File: src/rtl/hhn_fifo.sv
// Short queue between the front end and the sequencer.
// Depends on nothing.
`default_nettype none
module hhn_fifo #(
   parameter int WIDTH = 8,
   parameter int DEPTH = 4,
   localparam int PW = (DEPTH > 1) ? $clog2(DEPTH) : 1,
   localparam int CW = $clog2(DEPTH + 1)
) (
   input  logic             clock,
   input  logic             reset,
   input  logic             push,
   input  logic [WIDTH-1:0] wdata,
   output logic             full,
   input  logic             pop,
   output logic [WIDTH-1:0] rdata,
   output logic             empty
);

   logic [WIDTH-1:0] mem_ff [DEPTH];
   logic [PW-1:0]    wptr_ff, wptr_in, rptr_ff, rptr_in;
   logic [CW-1:0]    count_ff, count_in;

   always_comb begin
      wptr_in  = wptr_ff;
      rptr_in  = rptr_ff;
      count_in = count_ff;
      if (push) begin
         wptr_in = (wptr_ff == PW'(DEPTH - 1)) ? '0 : wptr_ff + 1'b1;
      end
      if (pop) begin
         rptr_in = (rptr_ff == PW'(DEPTH - 1)) ? '0 : rptr_ff + 1'b1;
      end
      if (push && !pop) begin
         count_in = count_ff + 1'b1;
      end else if (pop && !push) begin
         count_in = count_ff - 1'b1;
      end
   end

   always_ff @(posedge clock) begin
      if (reset) begin
         wptr_ff  <= '0;
         rptr_ff  <= '0;
         count_ff <= '0;
      end else begin
         wptr_ff  <= wptr_in;
         rptr_ff  <= rptr_in;
         count_ff <= count_in;
      end
      if (push) begin
         mem_ff[wptr_ff] <= wdata;
      end
   end

   assign full  = (count_ff == CW'(DEPTH));
   assign empty = (count_ff == '0);
   assign rdata = mem_ff[rptr_ff];

endmodule
`default_nettype wire

File: config.mk
export PLATFORM = sky130hd
export DESIGN_NAME = hhn_fifo
export DESIGN_NICKNAME = d
export VERILOG_FILES = /design/src/rtl/hhn_fifo.sv
export SDC_FILE = /design/constraint.sdc
export NUM_CORES = 1
export LEC_CHECK = 0
export BUFFER_PORTS_ARGS = -buffer_cell sky130_fd_sc_hd__buf_2
export CAP_MARGIN = 20
export CORE_UTILIZATION = 55
export CTS_CLUSTER_DIAMETER = 200
export DETAILED_ROUTE_END_ITERATION = 16
export GPL_TIMING_DRIVEN = 0
export PLACE_DENSITY = 0.86
export SYNTH_ARGS = -nofsm -noshare
export SYNTH_HDL_FRONTEND = slang
export SYNTH_SLANG_ARGS = --single-unit
File: constraint.sdc
create_clock -name clock -period 3.45 [get_ports clock]
set_input_delay 0.69 -clock clock [delete_from_list [all_inputs] [get_ports clock]]
set_output_delay 0.69 -clock clock [all_outputs]
set_load 0.1 [all_outputs]
==> metrics.yaml <==
status: "finished with violations"
failed_checks: "design-rule violations"
io-pin-count: 22
max_slew.worst_pin.slew_ns: 0.491
dr.pass1.iters: 10
cts_tree: "yes"
die-area_um2: 3120
dr_total_vias: 807
cts-root-buf: "clkbuf_4"
post-route-period-util_pct: 68.2
drive_above_1_share_pct: 32.2
syn_nets: 105
dieWidth_um: 55.9
arrival_ns: 1.66
p_leak_nw: 0.673
fin_nets: 133
hold_violations: 0
ys_ff_latch: 41
stdcell_count: 146
core_region_area_um2: 2760
numPortBuffers: 21
hold_buffers: 0
avgViaCountPerCell: 5.53
drtIter0Drc: 16
dp_cells: 138
yosysTopAreaCell: "edfxtp_1"
clock_sinks: 41
relSlewSlack_pct: 67.5
synthCells: 86
htreeDepth: 2
post_cts_resized: 0
fmax_mhz: 425
grt_overflow: 0
drc_errors: 2
wl_per_cell_um: 16.7
dp_slack_ns: 1.25
ys_warn_count: 0
dp_hpwl_mm: 1.69
ir_drop_v: 0.000413
hp-class: "flop to flop"
setup_ws_ns: 1.10
critPathLaunchType: "flop"
grt_max_degree: 13
drv_cap: 0
clock_skew_ns: 0.00958
grt_pass1_vias: 868
ys_top_cells_by_area: "edfxtp_1, dfxtp_1, mux4_2"
crit_slowest_cell: "mux4_2"
rsz0062_at_grt: "false"
path_cells: "buf_6 -> mux4_2 -> buf_2"
antenna_found_initial: 0
period_minus_slack_ns: 2.35
grt_pass1_wl_mm: 3.98
post_cts_buffers: 0
yosysSeqAreaShare_pct: 71.4
die-height_um: 55.9
area_delta_synth_final_pct: 12.1
routed_wl_mm: 2.44
yosysUniqueCellTypes: 17
cts_max_path_buffers: 2
synth_top_area_share_pct: 60.1
crit_type: "flop to primary output"
antenna_cells: 0
rows: 19
grt_use_total_pct: 18.1
path_clk_slew_ns: 0.12
cts_buffers: 5
cp_max_fo: 8
cp.required_ns: 2.76
p_per_area_nw_per_um2: 580
max_stage_delay_ns: 0.51
syn_avg_cell_area_um2: 18.6
ant_nets: 0
setup_viol: 0
initial_core_util_pct: 57.9
slew_violations: 0
clk_latency_ns: 0.33
place_congestion: 0.683
syn_area_um2: 1600
setup-tns-final_ns: 0
crit_path_end_kind: "primary output"
[placed cells by master (no fill, tap or decap)]
cell type / count
a21oi_1: 2
and2_1: 4
buf_2: 21
buf_6: 1
clkbuf_1: 2
clkbuf_2: 1
clkbuf_4: 5
clkinv_2: 1
dfxtp_1: 9
edfxtp_1: 32
fa_1: 1
ha_1: 6
inv_1: 4
mux2i_1: 4
mux4_2: 8
nor2_1: 7
nor3_1: 1
nor3b_1: 2
o21ai_0: 1
or3_1: 1
xor2_1: 2
[registers in the layout (all words and copies together), names as in the netlist, named ones only]
| name | cells |
|---|---|
| rptr_ff | 2 |
| mem_ff | 32 |
| count_ff | 3 |
| wptr_ff | 2 |
[cell type report]
class / count / area [um^2]
sequential: 41 / 1140
fill: 204 / 966
multi-input combinational: 39 / 425
timing repair buffer: 21 / 105
clock buffer: 7 / 45.0
tap: 31 / 38.8
buffer: 2 / 16.3
inverter: 4 / 15.0
clock inverter: 1 / 5.00
[cells in the mapped netlist]
cell and n:
and2_1 4, nor2_1 7, or3_1 1, edfxtp_1 32
a21oi_1 2, buf_6 1, o21ai_0 1, ha_1 6
dfxtp_1 9, xor2_1 2, nor3b_1 2, mux4_2 8
fa_1 1, mux2i_1 4, nor3_1 1, inv_1 4
clkbuf_2 1
[final timing paths]
| path | endpoint | slack (ns) | depth (start not counted) | from |
|---|---|---|---|---|
| worst min register to register | count_ff[2] | 0.56 | 2 | count_ff[2] |
| worst max register to register | count_ff[2] | 1.97 | 4 | count_ff[0] |
| worst min-delay path | count_ff[2] | 0.56 | 2 | count_ff[2] |
| worst max-delay path | rdata[6] | 1.10 | 3 | flop |
[metrics by stage]
stage | power (mW) | util, % | cell area (um^2) | hold slack, ns
detailed placement | 0.832 | 63.2 | 1740 | 0.523
global route | 1.08 | 65.0 | 1790 | 0.536
finish | 1.04 | 65.0 | 1790 | 0.558
CTS | 1.05 | 65.0 | 1790 | 0.539
floorplan | 0.788 | - | 1600 | 0.460
global placement | 0.823 | 63.2 | 1740 | 0.476
[worst max-delay path, delay by kind of cell (launching register included)]
kind,cells,cell delay [ns]
flops,1,0.34
mux,1,0.51
buf+inv,2,0.47
[report_power, final]
part           switching, mW  internal, mW
Sequential            0.0152         0.561
Combinational          0.186        0.0570
Clock                  0.140        0.0796
[routing by layer]
metal	part of all wire, %	wire length [um]	track usage, %
met4	1.6	40	10.5
met3	4.2	102	5.35
met2	52	1260	30.8
met5	0	0	0
met1	42	1040	20.3
[logic make-up after synthesis]
group,after synthesis,synth area share (%)
AND/OR/NAND/NOR,15,4.85
multiplexers,12,13.8
AO/OA/AOI/OAI,3,0.939
buffers and inverters,6,1.96
flip-flops,41,71.4
adder cells (fa/ha/maj),7,5.95
XOR/XNOR,2,1.10
Power figures use the tool's default switching activity.
