**config.mk**
```make
export PLATFORM = sky130hd
export DESIGN_NAME = hhn_front
export DESIGN_NICKNAME = d
export VERILOG_FILES = /design/src/rtl/hhn_pkg.sv /design/src/rtl/hhn_front.sv
export SDC_FILE = /design/constraint.sdc
export NUM_CORES = 1
export LEC_CHECK = 0
export BUFFER_PORTS_ARGS = -buffer_cell sky130_fd_sc_hd__buf_2
export CAP_MARGIN = 15
export CORE_AREA = 2 2 98 100
export DETAILED_ROUTE_END_ITERATION = 10
export DIE_AREA = 0 0 100 102
export GPL_TIMING_DRIVEN = 0
export PLACE_DENSITY_LB_ADDON = 0.3
export SYNTH_ARGS = -nofsm -noshare
export SYNTH_HDL_FRONTEND = slang
export SYNTH_SLANG_ARGS = --single-unit
export TNS_END_PERCENT = 20
```
**constraint.sdc**
```tcl
create_clock -name vclk -period 3.45
set_clock_uncertainty 0.05 [all_clocks]
set_input_delay 0.1725 -clock vclk [all_inputs]
set_output_delay 0.1725 -clock vclk [all_outputs]
set_load 0.05 [all_outputs]
```
**src/rtl/hhn_pkg.sv**
```systemverilog
// Shared types and constants of the heightfield height and normal sampler.
// Used by the front end, the sequencer, the top level and the testbench; depends on nothing.
`default_nettype none
package hhn_pkg;

   localparam int CHUNK_TILES_DEF    = 32;
   localparam int TILE_SIZE_LOG2_DEF = 0;
   localparam int SAMPLE_BITS_DEF    = 16;
   localparam int QUEUE_DEPTH        = 4;

   localparam logic [1:0] CMD_WRITE  = 2'd0;
   localparam logic [1:0] CMD_HEIGHT = 2'd1;
   localparam logic [1:0] CMD_NORMAL = 2'd2;

   localparam logic [1:0] REG_PRESENT = 2'd0;
   localparam logic [1:0] REG_CHUNK_X = 2'd1;
   localparam logic [1:0] REG_CHUNK_Z = 2'd2;
   localparam logic [1:0] REG_SCALE   = 2'd3;

   localparam int EPS_Q8  = 26;
   localparam int ONE_Q14 = 16384;
   localparam logic signed [31:0] MISS_HEIGHT = -32'sd25344;
   localparam logic [15:0] SCALE_RESET = 16'd256;

   typedef enum logic [2:0] {
      KIND_WRITE,
      KIND_HEIGHT,
      KIND_NORMAL,
      KIND_MISS_H,
      KIND_MISS_N
   } kind_type;

   typedef enum logic [3:0] {
      ST_IDLE,
      ST_LOC,
      ST_TILE,
      ST_BASE,
      ST_READ,
      ST_SCLO,
      ST_SCHI,
      ST_SCFIN,
      ST_ABS,
      ST_NORM,
      ST_SQ,
      ST_SQRT,
      ST_DSET,
      ST_DIV,
      ST_DFIN,
      ST_OUT
   } state_type;

endpackage
`default_nettype wire

```
**src/rtl/hhn_front.sv**
```systemverilog
// Front end: classifies each accepted transaction and moves it into chunk-local
// coordinates before it enters the queue. Depends on hhn_pkg.
`default_nettype none
module hhn_front #(
   parameter int CHUNK_TILES    = hhn_pkg::CHUNK_TILES_DEF,
   parameter int TILE_SIZE_LOG2 = hhn_pkg::TILE_SIZE_LOG2_DEF,
   parameter int SAMPLE_BITS    = hhn_pkg::SAMPLE_BITS_DEF,
   localparam int SH   = TILE_SIZE_LOG2 + 8,
   localparam int TW   = $clog2(CHUNK_TILES + 1),
   localparam int LW   = 34 + TW + SH,
   localparam int SIDE = CHUNK_TILES + 1,
   localparam int AW   = $clog2(SIDE * SIDE),
   localparam int SW   = (SAMPLE_BITS < 16) ? SAMPLE_BITS : 16,
   localparam int QW   = 3 + 2 * LW + AW + SW
) (
   input  logic               accept,
   input  logic [1:0]         command,
   input  logic signed [31:0] pos_x,
   input  logic signed [31:0] pos_z,
   input  logic [5:0]         grid_row,
   input  logic [5:0]         grid_col,
   input  logic [15:0]        sample,
   input  logic               present,
   input  logic signed [15:0] chunk_x,
   input  logic signed [15:0] chunk_z,
   output logic               push,
   output logic [QW-1:0]      qdata
);

   import hhn_pkg::*;

   kind_type                kind;
   logic                    keep;
   logic signed [LW-1:0]    base_x, base_z, bx, bz;
   logic [AW-1:0]           addr;

   always_comb begin
      base_x = (LW'(chunk_x) * LW'(CHUNK_TILES)) <<< SH;
      base_z = (LW'(chunk_z) * LW'(CHUNK_TILES)) <<< SH;
      bx     = LW'(pos_x) - base_x;
      bz     = LW'(pos_z) - base_z;
      addr   = AW'(int'(grid_row) * SIDE + int'(grid_col));
      kind   = KIND_WRITE;
      keep   = 1'b0;
      unique case (command)
         CMD_WRITE: begin
            kind = KIND_WRITE;
            keep = (int'(grid_row) <= CHUNK_TILES) && (int'(grid_col) <= CHUNK_TILES);
         end
         CMD_HEIGHT: begin
            kind = present ? KIND_HEIGHT : KIND_MISS_H;
            keep = 1'b1;
         end
         CMD_NORMAL: begin
            kind = present ? KIND_NORMAL : KIND_MISS_N;
            keep = 1'b1;
         end
         default: begin
            kind = KIND_WRITE;
            keep = 1'b0;
         end
      endcase
   end

   assign push  = accept && keep;
   assign qdata = {sample[SW-1:0], addr, bz, bx, kind};

endmodule
`default_nettype wire

```
==> results.md, run 1 <==
* Final HPWL DP at 7350 um
* Hold Startpoint: sample[15]
* First-pass detailed-route iteration total at 4
* Worst setup SP type: primary input
* Io pins at approximately 260
* Number of clock buffers in the layout at 0
* Max Cap Violations at 0
* Worst rel slew slack at 38.5%
* ANT cells at 0
* Slew @ Worst Pin at slightly above 0.9 ns
* Pin count of the biggest net entering global routing at 17
* Core ar. at between 9000 and 10,000 um^2
* Gr ovfl total at 0
* PortBufs at roughly 210
* Min Tclk post-route at around 3.2 ns
* Antenna violations before repair at 0
* Vias in the first global route at between 3,000 and 4,000
* Final hold violations at 0
* GPL Wtd Cong at about 0.85
* Worst Hold End: qdata[125]
* Achievable Freq at ~310 MHz
* YS warnings at 0
* Initial Utilization at a little over a third
* Resized Gates After CTS at 0
* Vias per Instance at about 4.7
* Syn Std Cell Area at 3190 um^2
* Worst Path Arrival at between 2 and 3 ns
* Share of cells above drive strength 1 at between 40 and 50%
* Crit Path Max Fanout at 16
* Die W at approximately 100 um
* Pwr/cell area at around 360 nW/um^2
* Drt wl/cell at around 11 um
* RSZ-0062 raised after global routing: false
* Final setup fails at 0
* Synth Area per Inst at roughly 7.2 um^2
* Final slew viol count at 0
* Hold Crit Class: primary input to output pin
* Setup Crit Path Kind: primary input to output pin
* Crit end category: output pin
* Synth cell types at 58
* Leak Pwr at between 2 and 3 nW
* Biggest area consumer among synthesized cells: ha_1
* Peak supply drop at around 0.00019 V
* Setup TNS Final at 0 ns
* Die ar. at 10,200 um^2
* Req. time, crit path at 3.23 ns
* Register Area at 0 um^2
* Sequential-to-total area share from yosys stat at 0%
* Num rows at 35
* DR vias at between 3,000 and 4,000
* First-pass GRT wire length at 12,700 um
* Post-CTS setup buffer count at 0
* DRT antenna net count at 0
* Syn nets at 634
* Post-synth top area share at 22.8%
* Sequential cells at 0
* Remaining DRCs at 0
* Top post-synthesis cells by area: ha_1, buf_4, inv_1
* Die Y-Extent at ~100 um
* Cells after synthesis at 445
* Tot GR Track Use at between 10 and 15%
* Status: finished clean
* Hold depth at 2
* Overall power at 0.00160 W
* Final worst path period share at between 90% and 100%
* Routed WL at ~8400 um
* Fin nets at approximately 850
* Area growth, synth to finish at 37.8%
* 1st-iter DRT viols at 46
* # hold bufs at CTS at 0
==> how the worst max path moves through the flow <==
stage                     from   endpoint  slack [ns]  cells past startpoint
floorplan           chunk_x[5]  qdata[36]        0.17                      9
global placement     pos_x[18]  qdata[36]        0.37                     10
detailed placement   pos_x[25]  qdata[45]        0.30                     10
CTS                  pos_x[25]  qdata[45]        0.29                     10
global route         pos_x[25]  qdata[45]       0.009                     10
finish               pos_x[25]  qdata[41]        0.27                     10
==> power breakdown <==
part	total [W]	switching (W)	internal, W
Sequential	0	0	0
Clock	0	0	0
Combinational	0.00160	0.00113	0.000469
==> Yosys cell counts (6+ instances only) <==
cell	n
buf_4	72
nor3_1	9
inv_1	47
a21o_1	9
xor2_1	12
o21ai_1	12
nand3_1	12
nor2b_1	10
nand2_1	27
o21ai_0	11
and2_1	6
nor2_1	21
ha_1	58
a21oi_1	29
clkbuf_1	8
xnor2_1	19
==> logic make-up (layout without fill, tap and decap cells) <==
logic type,after synthesis,in the layout,synth area share [%]
multiplexers,3,3,0.981
AND/OR/NAND/NOR,114,114,19.3
adder cells (fa/ha/maj),61,61,24.6
AO/OA/AOI/OAI,107,107,22.8
buffers and inverters,129,342,23.7
XOR/XNOR,31,31,8.51
==> critical path, cell delays in order <==
cell	delay [ns]
buf_2	0.10
ha_1	0.27
buf_2	0.16
a21oi_1	0.34
o21bai_1	0.10
a211oi_1	0.38
o41ai_2	0.19
o21ai_1	0.76
buf_4	0.23
buf_2	0.25
==> layer usage <==
metal	vias up	part of all wire [%]	global-route usage (%)
li1	1909	-	-
met1	1570	43	17.9
met2	151	49	27.0
met3	0	7.6	1.03
met4	0	0	0.105
met5	-	0	0
==> per-stage QoR <==
| step | hold WS [ns] | setup slack, ns | utilization (%) | cells | instance area [um^2] |
|---|---|---|---|---|---|
| 3_3_place_gp | 0.597 | 0.371 | 48.2 | 769 | 4390 |
| 5_1_grt | 0.598 | 0.00923 | 48.2 | 769 | 4390 |
| 2_1_floorplan | 0.462 | 0.172 | - | 445 | 3190 |
| 4_1_cts | 0.597 | 0.289 | 48.2 | 769 | 4390 |
| 6_report | 0.597 | 0.267 | 48.2 | 769 | 4390 |
| 3_5_place_dp | 0.597 | 0.304 | 48.2 | 769 | 4390 |
==> final cells by class <==
class | count | area [um^2]
fill | 924 | 4710
buffer | 82 | 581
timing repair buffer | 213 | 1070
tap | 111 | 139
inverter | 47 | 176
multi-input combinational | 316 | 2430
==> layout by cell type (no fill, tap or decap), drive strengths merged, types with 5 or more instances in the layout <==
master	synthesis	routed
clkbuf	8	8
o21ai	24	24
a21oi	29	29
ha	58	58
nand3	12	12
o211ai	5	5
nor2	21	21
nand4	5	5
a21o	9	9
and2	6	6
xor2	12	12
xnor2	19	19
nor2b	11	11
nand2	27	27
a211oi	5	5
inv	47	47
nor3	10	10
a31oi	6	6
buf	74	287
No activity file was read; power rests on OpenSTA's default activity.
==> run 2: changes to the inputs <==
--- a/config.mk
+++ b/config.mk
@@ -7,7 +7,8 @@
 export LEC_CHECK = 0
+export ABC_AREA = 1
 export BUFFER_PORTS_ARGS = -buffer_cell sky130_fd_sc_hd__buf_2
-export CAP_MARGIN = 15
-export CORE_AREA = 2 2 98 100
+export CAP_MARGIN = 20
+export CORE_AREA = 2 2 100 102
 export DETAILED_ROUTE_END_ITERATION = 10
-export DIE_AREA = 0 0 100 102
+export DIE_AREA = 0 0 102 104
 export GPL_TIMING_DRIVEN = 0
--- a/constraint.sdc
+++ b/constraint.sdc
@@ -4,2 +4,2 @@
 set_output_delay 0.1725 -clock vclk [all_outputs]
-set_load 0.05 [all_outputs]
+set_load 0.01 [all_outputs]
==> run 2 against run 1 <==
First-iteration DRC count grew 50%. Largest cell class unchanged. Fmax grew 40%. Highest routed layer is now met4. Total power shrank 36%. Synthesized cell count grew 47%. Combinational power shrank 36%. Critical path depth grew 3.
==> results.md, run 2 <==
* Setup TNS Final at 0 ns (unchanged)
* Setup Crit Path Kind: primary input to output pin
* Switching power at 0.000553 W (-51%)
* Final setup fails at 0 (unchanged)
* Dpl cells at 999 (+30%)
* Die ar. at 10,600 um^2 (+4.0%)
* Die W at 102 um (+2.0%)
* Cells after synthesis at 653 (+47%)
* Remaining DRCs at 0 (unchanged)
* CP Cell Sequence: buf_2 -> inv_1 -> ha_1 -> nand2_2 -> nor2_1 -> inv_1 -> nor2_2 -> nand3_1 -> nand3_1 -> nand2_1 -> nand2_1 -> buf_4 -> buf_2
* YS warnings at 0 (unchanged)
* Gr ovfl total at 0 (unchanged)
* Area growth, synth to finish at 33.8%
* Power share of the combinational group at 100.0% (about the same)
* Fin cells at 999 (+30%)
* Commonest cells after routing, fill and taps aside: buf_2, nand2_1, inv_1, buf_4, ha_1
* Clk pwr share at 0% (unchanged)
* Num rows at 36 (+2.9%)
* Hold Crit Class: primary input to output pin
* Max Cap Violations at 0 (unchanged)
* Critical path's slowest cell: ha_1
* Worst rel slew slack at 69.6% (+31 points)
* Worst Path Arrival at 2.05 ns (-0.91 ns)
* Fin nets at 1,057 (+24%)
* Vias per Instance at 4.34 (-8.1%)
* PortBufs at 213 (unchanged)
* Register Area at 0 um^2 (unchanged)
* CP top delay family: simple AND/OR/NAND/NOR gates
* Status: finished clean
* First-pass GRT wire length at 16,100 um (+27%)
* Min Tclk post-route at 2.27 ns (-0.910 ns)
* Fillers at 1,071 (+16%)
* Die Y-Extent at 104 um (+2.0%)
* 1st-iter DRT viols at 69 (+50%)
* Biggest area consumer among synthesized cells: nand2_1
* Io pins at 255 (unchanged)
* Achievable Freq at 440 MHz (+40%)
* Initial Utilization at 38.1% (+3.1 points)
* Synth Area per Inst at 5.58 um^2 (-22%)
* Int Pwr at 0.000465 W (-0.96%)
* WP depth at 13 (+3)
* Synth cell types at 22 (-62%)
* Pin count of the biggest net entering global routing at 17 (unchanged)
* Vias in the first global route at 3,879 (+28%)
* GPL Wtd Cong at 0.867 (+2.5%)
* Part of the power in registers at 0% (unchanged)
* Most common cell after layout, fill and taps aside: buf_2
* First-pass detailed-route iteration total at 4 (unchanged)
* Top post-synthesis cells by area: nand2_1, ha_1, buf_4
* Final worst path period share at 65.9% (-26 points)
* # hold bufs at CTS at 0 (unchanged)
* Area of the multi-input gates at 2650 um^2 (+8.8%)
* Worst setup SP type: primary input
* Core ar. at 9550 um^2 (+4.8%)
* Cell with the most instances after synthesis: nand2_1
* Sequential-to-total area share from yosys stat at 0% (unchanged)
* Final hold violations at 0 (unchanged)
* Final HPWL DP at 9010 um (+23%)
* Tot GR Track Use at 17.6% (+3.7 points)
* Final slew viol count at 0 (unchanged)
* Resized Gates After CTS at 0 (unchanged)
* Pwr/cell area at 209 nW/um^2 (-43%)
* DRT antenna net count at 0 (unchanged)
* Leak Pwr at 3.25 nW (+27%)
* Share of cells above drive strength 1 at 36.0% (-9.4 points)
* Syn Std Cell Area at 3640 um^2 (+14%)
* Drt wl/cell at 9.85 um (-9.3%)
* DR vias at 4,332 (+19%)
* ANT cells at 0 (unchanged)
* Post-CTS setup buffer count at 0 (unchanged)
* Slew @ Worst Pin at 0.455 ns (-0.462 ns)
* Slowest cell delay on critical path at 0.39 ns (-0.37 ns)
* Sequential cells at 0 (unchanged)
* Antenna violations before repair at 0 (unchanged)
* Crit end category: output pin
* Hold depth at 2 (unchanged)
* Number of clock buffers in the layout at 0 (unchanged)
* Crit Path Max Fanout at 16 (unchanged)
* Buffers and inverters on the worst path at 5 (+1)
* Syn nets at 842 (+33%)
* Synth cell count leaders: nand2_1, inv_1, buf_4
* Switching Fraction at 54.3% (-16 points)
* Peak supply drop at 0.000139 V (-27%)
* Req. time, crit path at 3.23 ns (about the same)
* Routed WL at 9850 um (+18%)
* RSZ-0062 raised after global routing: false
* Post-synth top area share at 20.0% (-2.8 points)
## run 2: cell type report
class / instances / share of cell area, %
plain buffers: 72 / 11.1
inverters: 121 / 9.32
multi-input cells: 460 / 54.3
well taps: 133 / 3.41
repair buffers: 213 / 21.9
## run 2: power by group through the flow
stage          combinational, W  clock (W)  sequential, W
2_1_floorplan          0.000680          0              0
3_3_place_gp            0.00102          0              0
3_5_place_dp            0.00102          0              0
4_1_cts                 0.00103          0              0
5_1_grt                 0.00115          0              0
6_report                0.00102          0              0
## run 2: kinds of logic (layout without fill, tap and decap cells)
family | after synthesis | in the layout | share of synthesized area, %
adder cells (fa/ha/maj) | 61 | 61 | 21.6
buffers and inverters | 193 | 406 | 27.3
AO/OA/AOI/OAI | 53 | 53 | 7.66
AND/OR/NAND/NOR | 322 | 322 | 37.7
XOR/XNOR | 24 | 24 | 5.77
## run 2: worst paths after layout
path | slack (ns) | startpoint | to
worst max-delay path | 1.18 | chunk_z[15] | qdata[91]
worst min-delay path | 0.48 | sample[12] | qdata[122]
## run 2: stage by stage
stage                     hold WS, ns  setup slack [ns]  area, um^2  total power (W)  util, %
final                           0.478              1.18        4870          0.00102     51.0
after global routing            0.482             0.956        4870          0.00115     51.0
after CTS                       0.479              1.18        4870          0.00103     51.0
after detailed placement        0.478              1.18        4870          0.00102     51.0
after global placement          0.478              1.19        4870          0.00102     51.0
after floorplan                 0.343              1.59        3640         0.000680        -
## run 2: per-layer routing
layer / track usage, % / share of wire (%) / vias to the layer above
met1: 21.0 / 42 / 1787
met4: 1.24 / 0.71 / 0
met3: 2.28 / 8.8 / 6
met5: 0 / 0 / -
li1: - / - / 2378
met2: 34.1 / 48 / 161
==> run 3: changes to the inputs <==
Clock period 3.45 ns to 2.2 ns, I/O delays scaled along.
==> run 3 against run 2 <==
Wire length hardly changed. Via count is 0.16% higher. Critical path depth is 4 lower. Count of clock-buffer cells in the layout stayed put. Hold slack worse by 0.13 ns. Final cell count stayed put. Worst setup slack worse by 1.0 ns. Largest power group unchanged.
==> results.md, run 3 (synthesis results as in run 2) <==
* Status: finished clean
* Worst Path Arrival at 1.86 ns (-0.19 ns)
* Die ar. at 10,600 um^2 (unchanged)
* CP Cell Sequence: buf_2 -> ha_1 -> ha_1 -> fa_1 -> nand3_1 -> nand2_1 -> a21oi_1 -> xnor2_1 -> buf_2
* Crit Path Max Fanout at 3 (-13)
* Vias per Instance at 4.34 (+0.16%)
* Final HPWL DP at 9010 um (unchanged)
* Remaining DRCs at 0 (unchanged)
* PortBufs at 213 (unchanged)
* DRT antenna net count at 0 (unchanged)
* DR vias at 4,339 (+0.16%)
* Met1 Usage GRT at 21.0% (unchanged)
* Most common cell after layout, fill and taps aside: buf_2
* Final slew viol count at 0 (unchanged)
* Hold Crit Class: primary input to output pin
* Final worst path period share at ~92%
* Area growth, synth to finish at 34.0%
* Pwr/cell area at 327 nW/um^2 (+57%)
* Final hold violations at 0 (unchanged)
* Max Cap Violations at 0 (unchanged)
* Peak supply drop at 0.000217 V (+57%)
* Fillers at 1,071 (unchanged)
* Io pins at 255 (unchanged)
* CP top delay family: adder cells
* Initial Utilization at 38.1% (unchanged)
* Slew @ Worst Pin at 0.284 ns (-0.170 ns)
* Worst rel slew slack at 81.0% (+11 points)
* # hold bufs at CTS at 0 (unchanged)
* Min Tclk post-route at roughly 2.0 ns
* Worst Hold End: qdata[122]
* GRT met2 Usage at 34.1% (unchanged)
* Leak Pwr at 3.25 nW (about the same)
* Core ar. at 9550 um^2 (unchanged)
* ANT cells at 0 (unchanged)
* Met3 Use GR at 2.28% (unchanged)
* Gr ovfl total at 0 (unchanged)
* Setup Crit Path Kind: primary input to output pin
* Routed WL at 9840 um (about the same)
* Switching Fraction at 54.4% (about the same)
* Req. time, crit path at 2.04 ns (-1.19 ns)
* Achievable Freq at between 400 and 500 MHz
* Tot GR Track Use at 17.6% (unchanged)
* Num rows at 36 (unchanged)
* Slowest cell delay on critical path at 0.41 ns (+0.02 ns)
* Hold Startpoint: sample[12]
* Die W at 102 um (unchanged)
* Sequential cells at 0 (unchanged)
* Power share of the combinational group at 100.0% (about the same)
* Final setup fails at 0 (unchanged)
* GPL Wtd Cong at 0.867 (unchanged)
* Buffers and inverters on the worst path at 2 (-3)
* Register Area at 0 um^2 (unchanged)
* Int Pwr at 0.000728 W (+57%)
* Drt wl/cell at 9.85 um (about the same)
* Hold_ws at 0.353 ns (-0.125 ns)
* Crit end category: output pin
* Part of the power in registers at 0% (unchanged)
* Commonest cells after routing, fill and taps aside: buf_2, nand2_1, inv_1, buf_4, ha_1
* Pin count of the biggest net entering global routing at 17 (unchanged)
* Busiest grt layer: met2
* Fin nets at 1,057 (unchanged)
* Worst setup SP type: primary input
* Clk pwr share at 0% (unchanged)
* First-pass GRT wire length at 16,100 um (unchanged)
* First-pass detailed-route iteration total at 4 (unchanged)
* Setup TNS Final at 0 ns (unchanged)
* RSZ-0062 raised after global routing: false
* Share of cells above drive strength 1 at 36.3% (+0.23 points)
* 1st-iter DRT viols at 72 (+4.3%)
* Switching power at 0.000867 W (+57%)
* Antenna violations before repair at 0 (unchanged)
* Hold depth at 2 (unchanged)
* Critical path's slowest cell: fa_1
* Vias in the first global route at 3,879 (unchanged)
* Die Y-Extent at 104 um (unchanged)
* Number of clock buffers in the layout at 0 (unchanged)
## run 3: how the worst max path moves through the flow
stage                      from          to  slack, ns  cells after the start
floorplan           chunk_z[15]   qdata[84]       0.46                     11
global placement    chunk_z[15]   qdata[91]       0.06                     13
detailed placement  chunk_z[15]   qdata[91]       0.06                     13
CTS                 chunk_z[15]   qdata[91]       0.05                     13
global route        chunk_z[15]   qdata[92]      0.002                     13
finish              grid_row[1]  qdata[106]       0.18                      9
## run 3: cell type report
| class | instances | area [um^2] | area share (%) |
|---|---|---|---|
| Multi-Input combinational cell | 460 | 2650 | 54.4 |
| Buffer | 72 | 541 | 11.1 |
| Timing Repair Buffer | 213 | 1070 | 21.8 |
| Inverter | 121 | 454 | 9.31 |
| Tap cell | 133 | 166 | 3.41 |
## run 3: per-stage QoR
step / utilization [%] / instances / setup slack (ns) / power, W / instance area [um^2]
after floorplan: - / 653 / 0.462 / 0.00107 / 3640
after global placement: 51.0 / 999 / 0.0645 / 0.00160 / 4870
after detailed placement: 51.0 / 999 / 0.0580 / 0.00160 / 4870
after CTS: 51.0 / 999 / 0.0520 / 0.00161 / 4870
after global routing: 51.1 / 999 / 0.00244 / 0.00180 / 4880
final: 51.1 / 999 / 0.179 / 0.00160 / 4880
## run 3: power by group through the flow
stage | Sequential (W) | Combinational (W) | Clock, W
3_5_place_dp | 0 | 0.00160 | 0
3_3_place_gp | 0 | 0.00160 | 0
6_report | 0 | 0.00160 | 0
4_1_cts | 0 | 0.00161 | 0
2_1_floorplan | 0 | 0.00107 | 0
5_1_grt | 0 | 0.00180 | 0
## run 3: metal layers
| metal | routed length (um) | vias up | part of all wire, % |
|---|---|---|---|
| met2 | 4730 | 171 | 48 |
| met1 | 4100 | 1784 | 42 |
| met4 | 70 | 0 | 0.71 |
| met3 | 934 | 6 | 9.5 |
| met5 | 0 | - | 0 |
| li1 | - | 2378 | - |
## run 3: timing repair
action                                  CTS  global route
endpoints found under the setup margin    0            33
resized for setup                         0             3
buffers inserted                          0             0
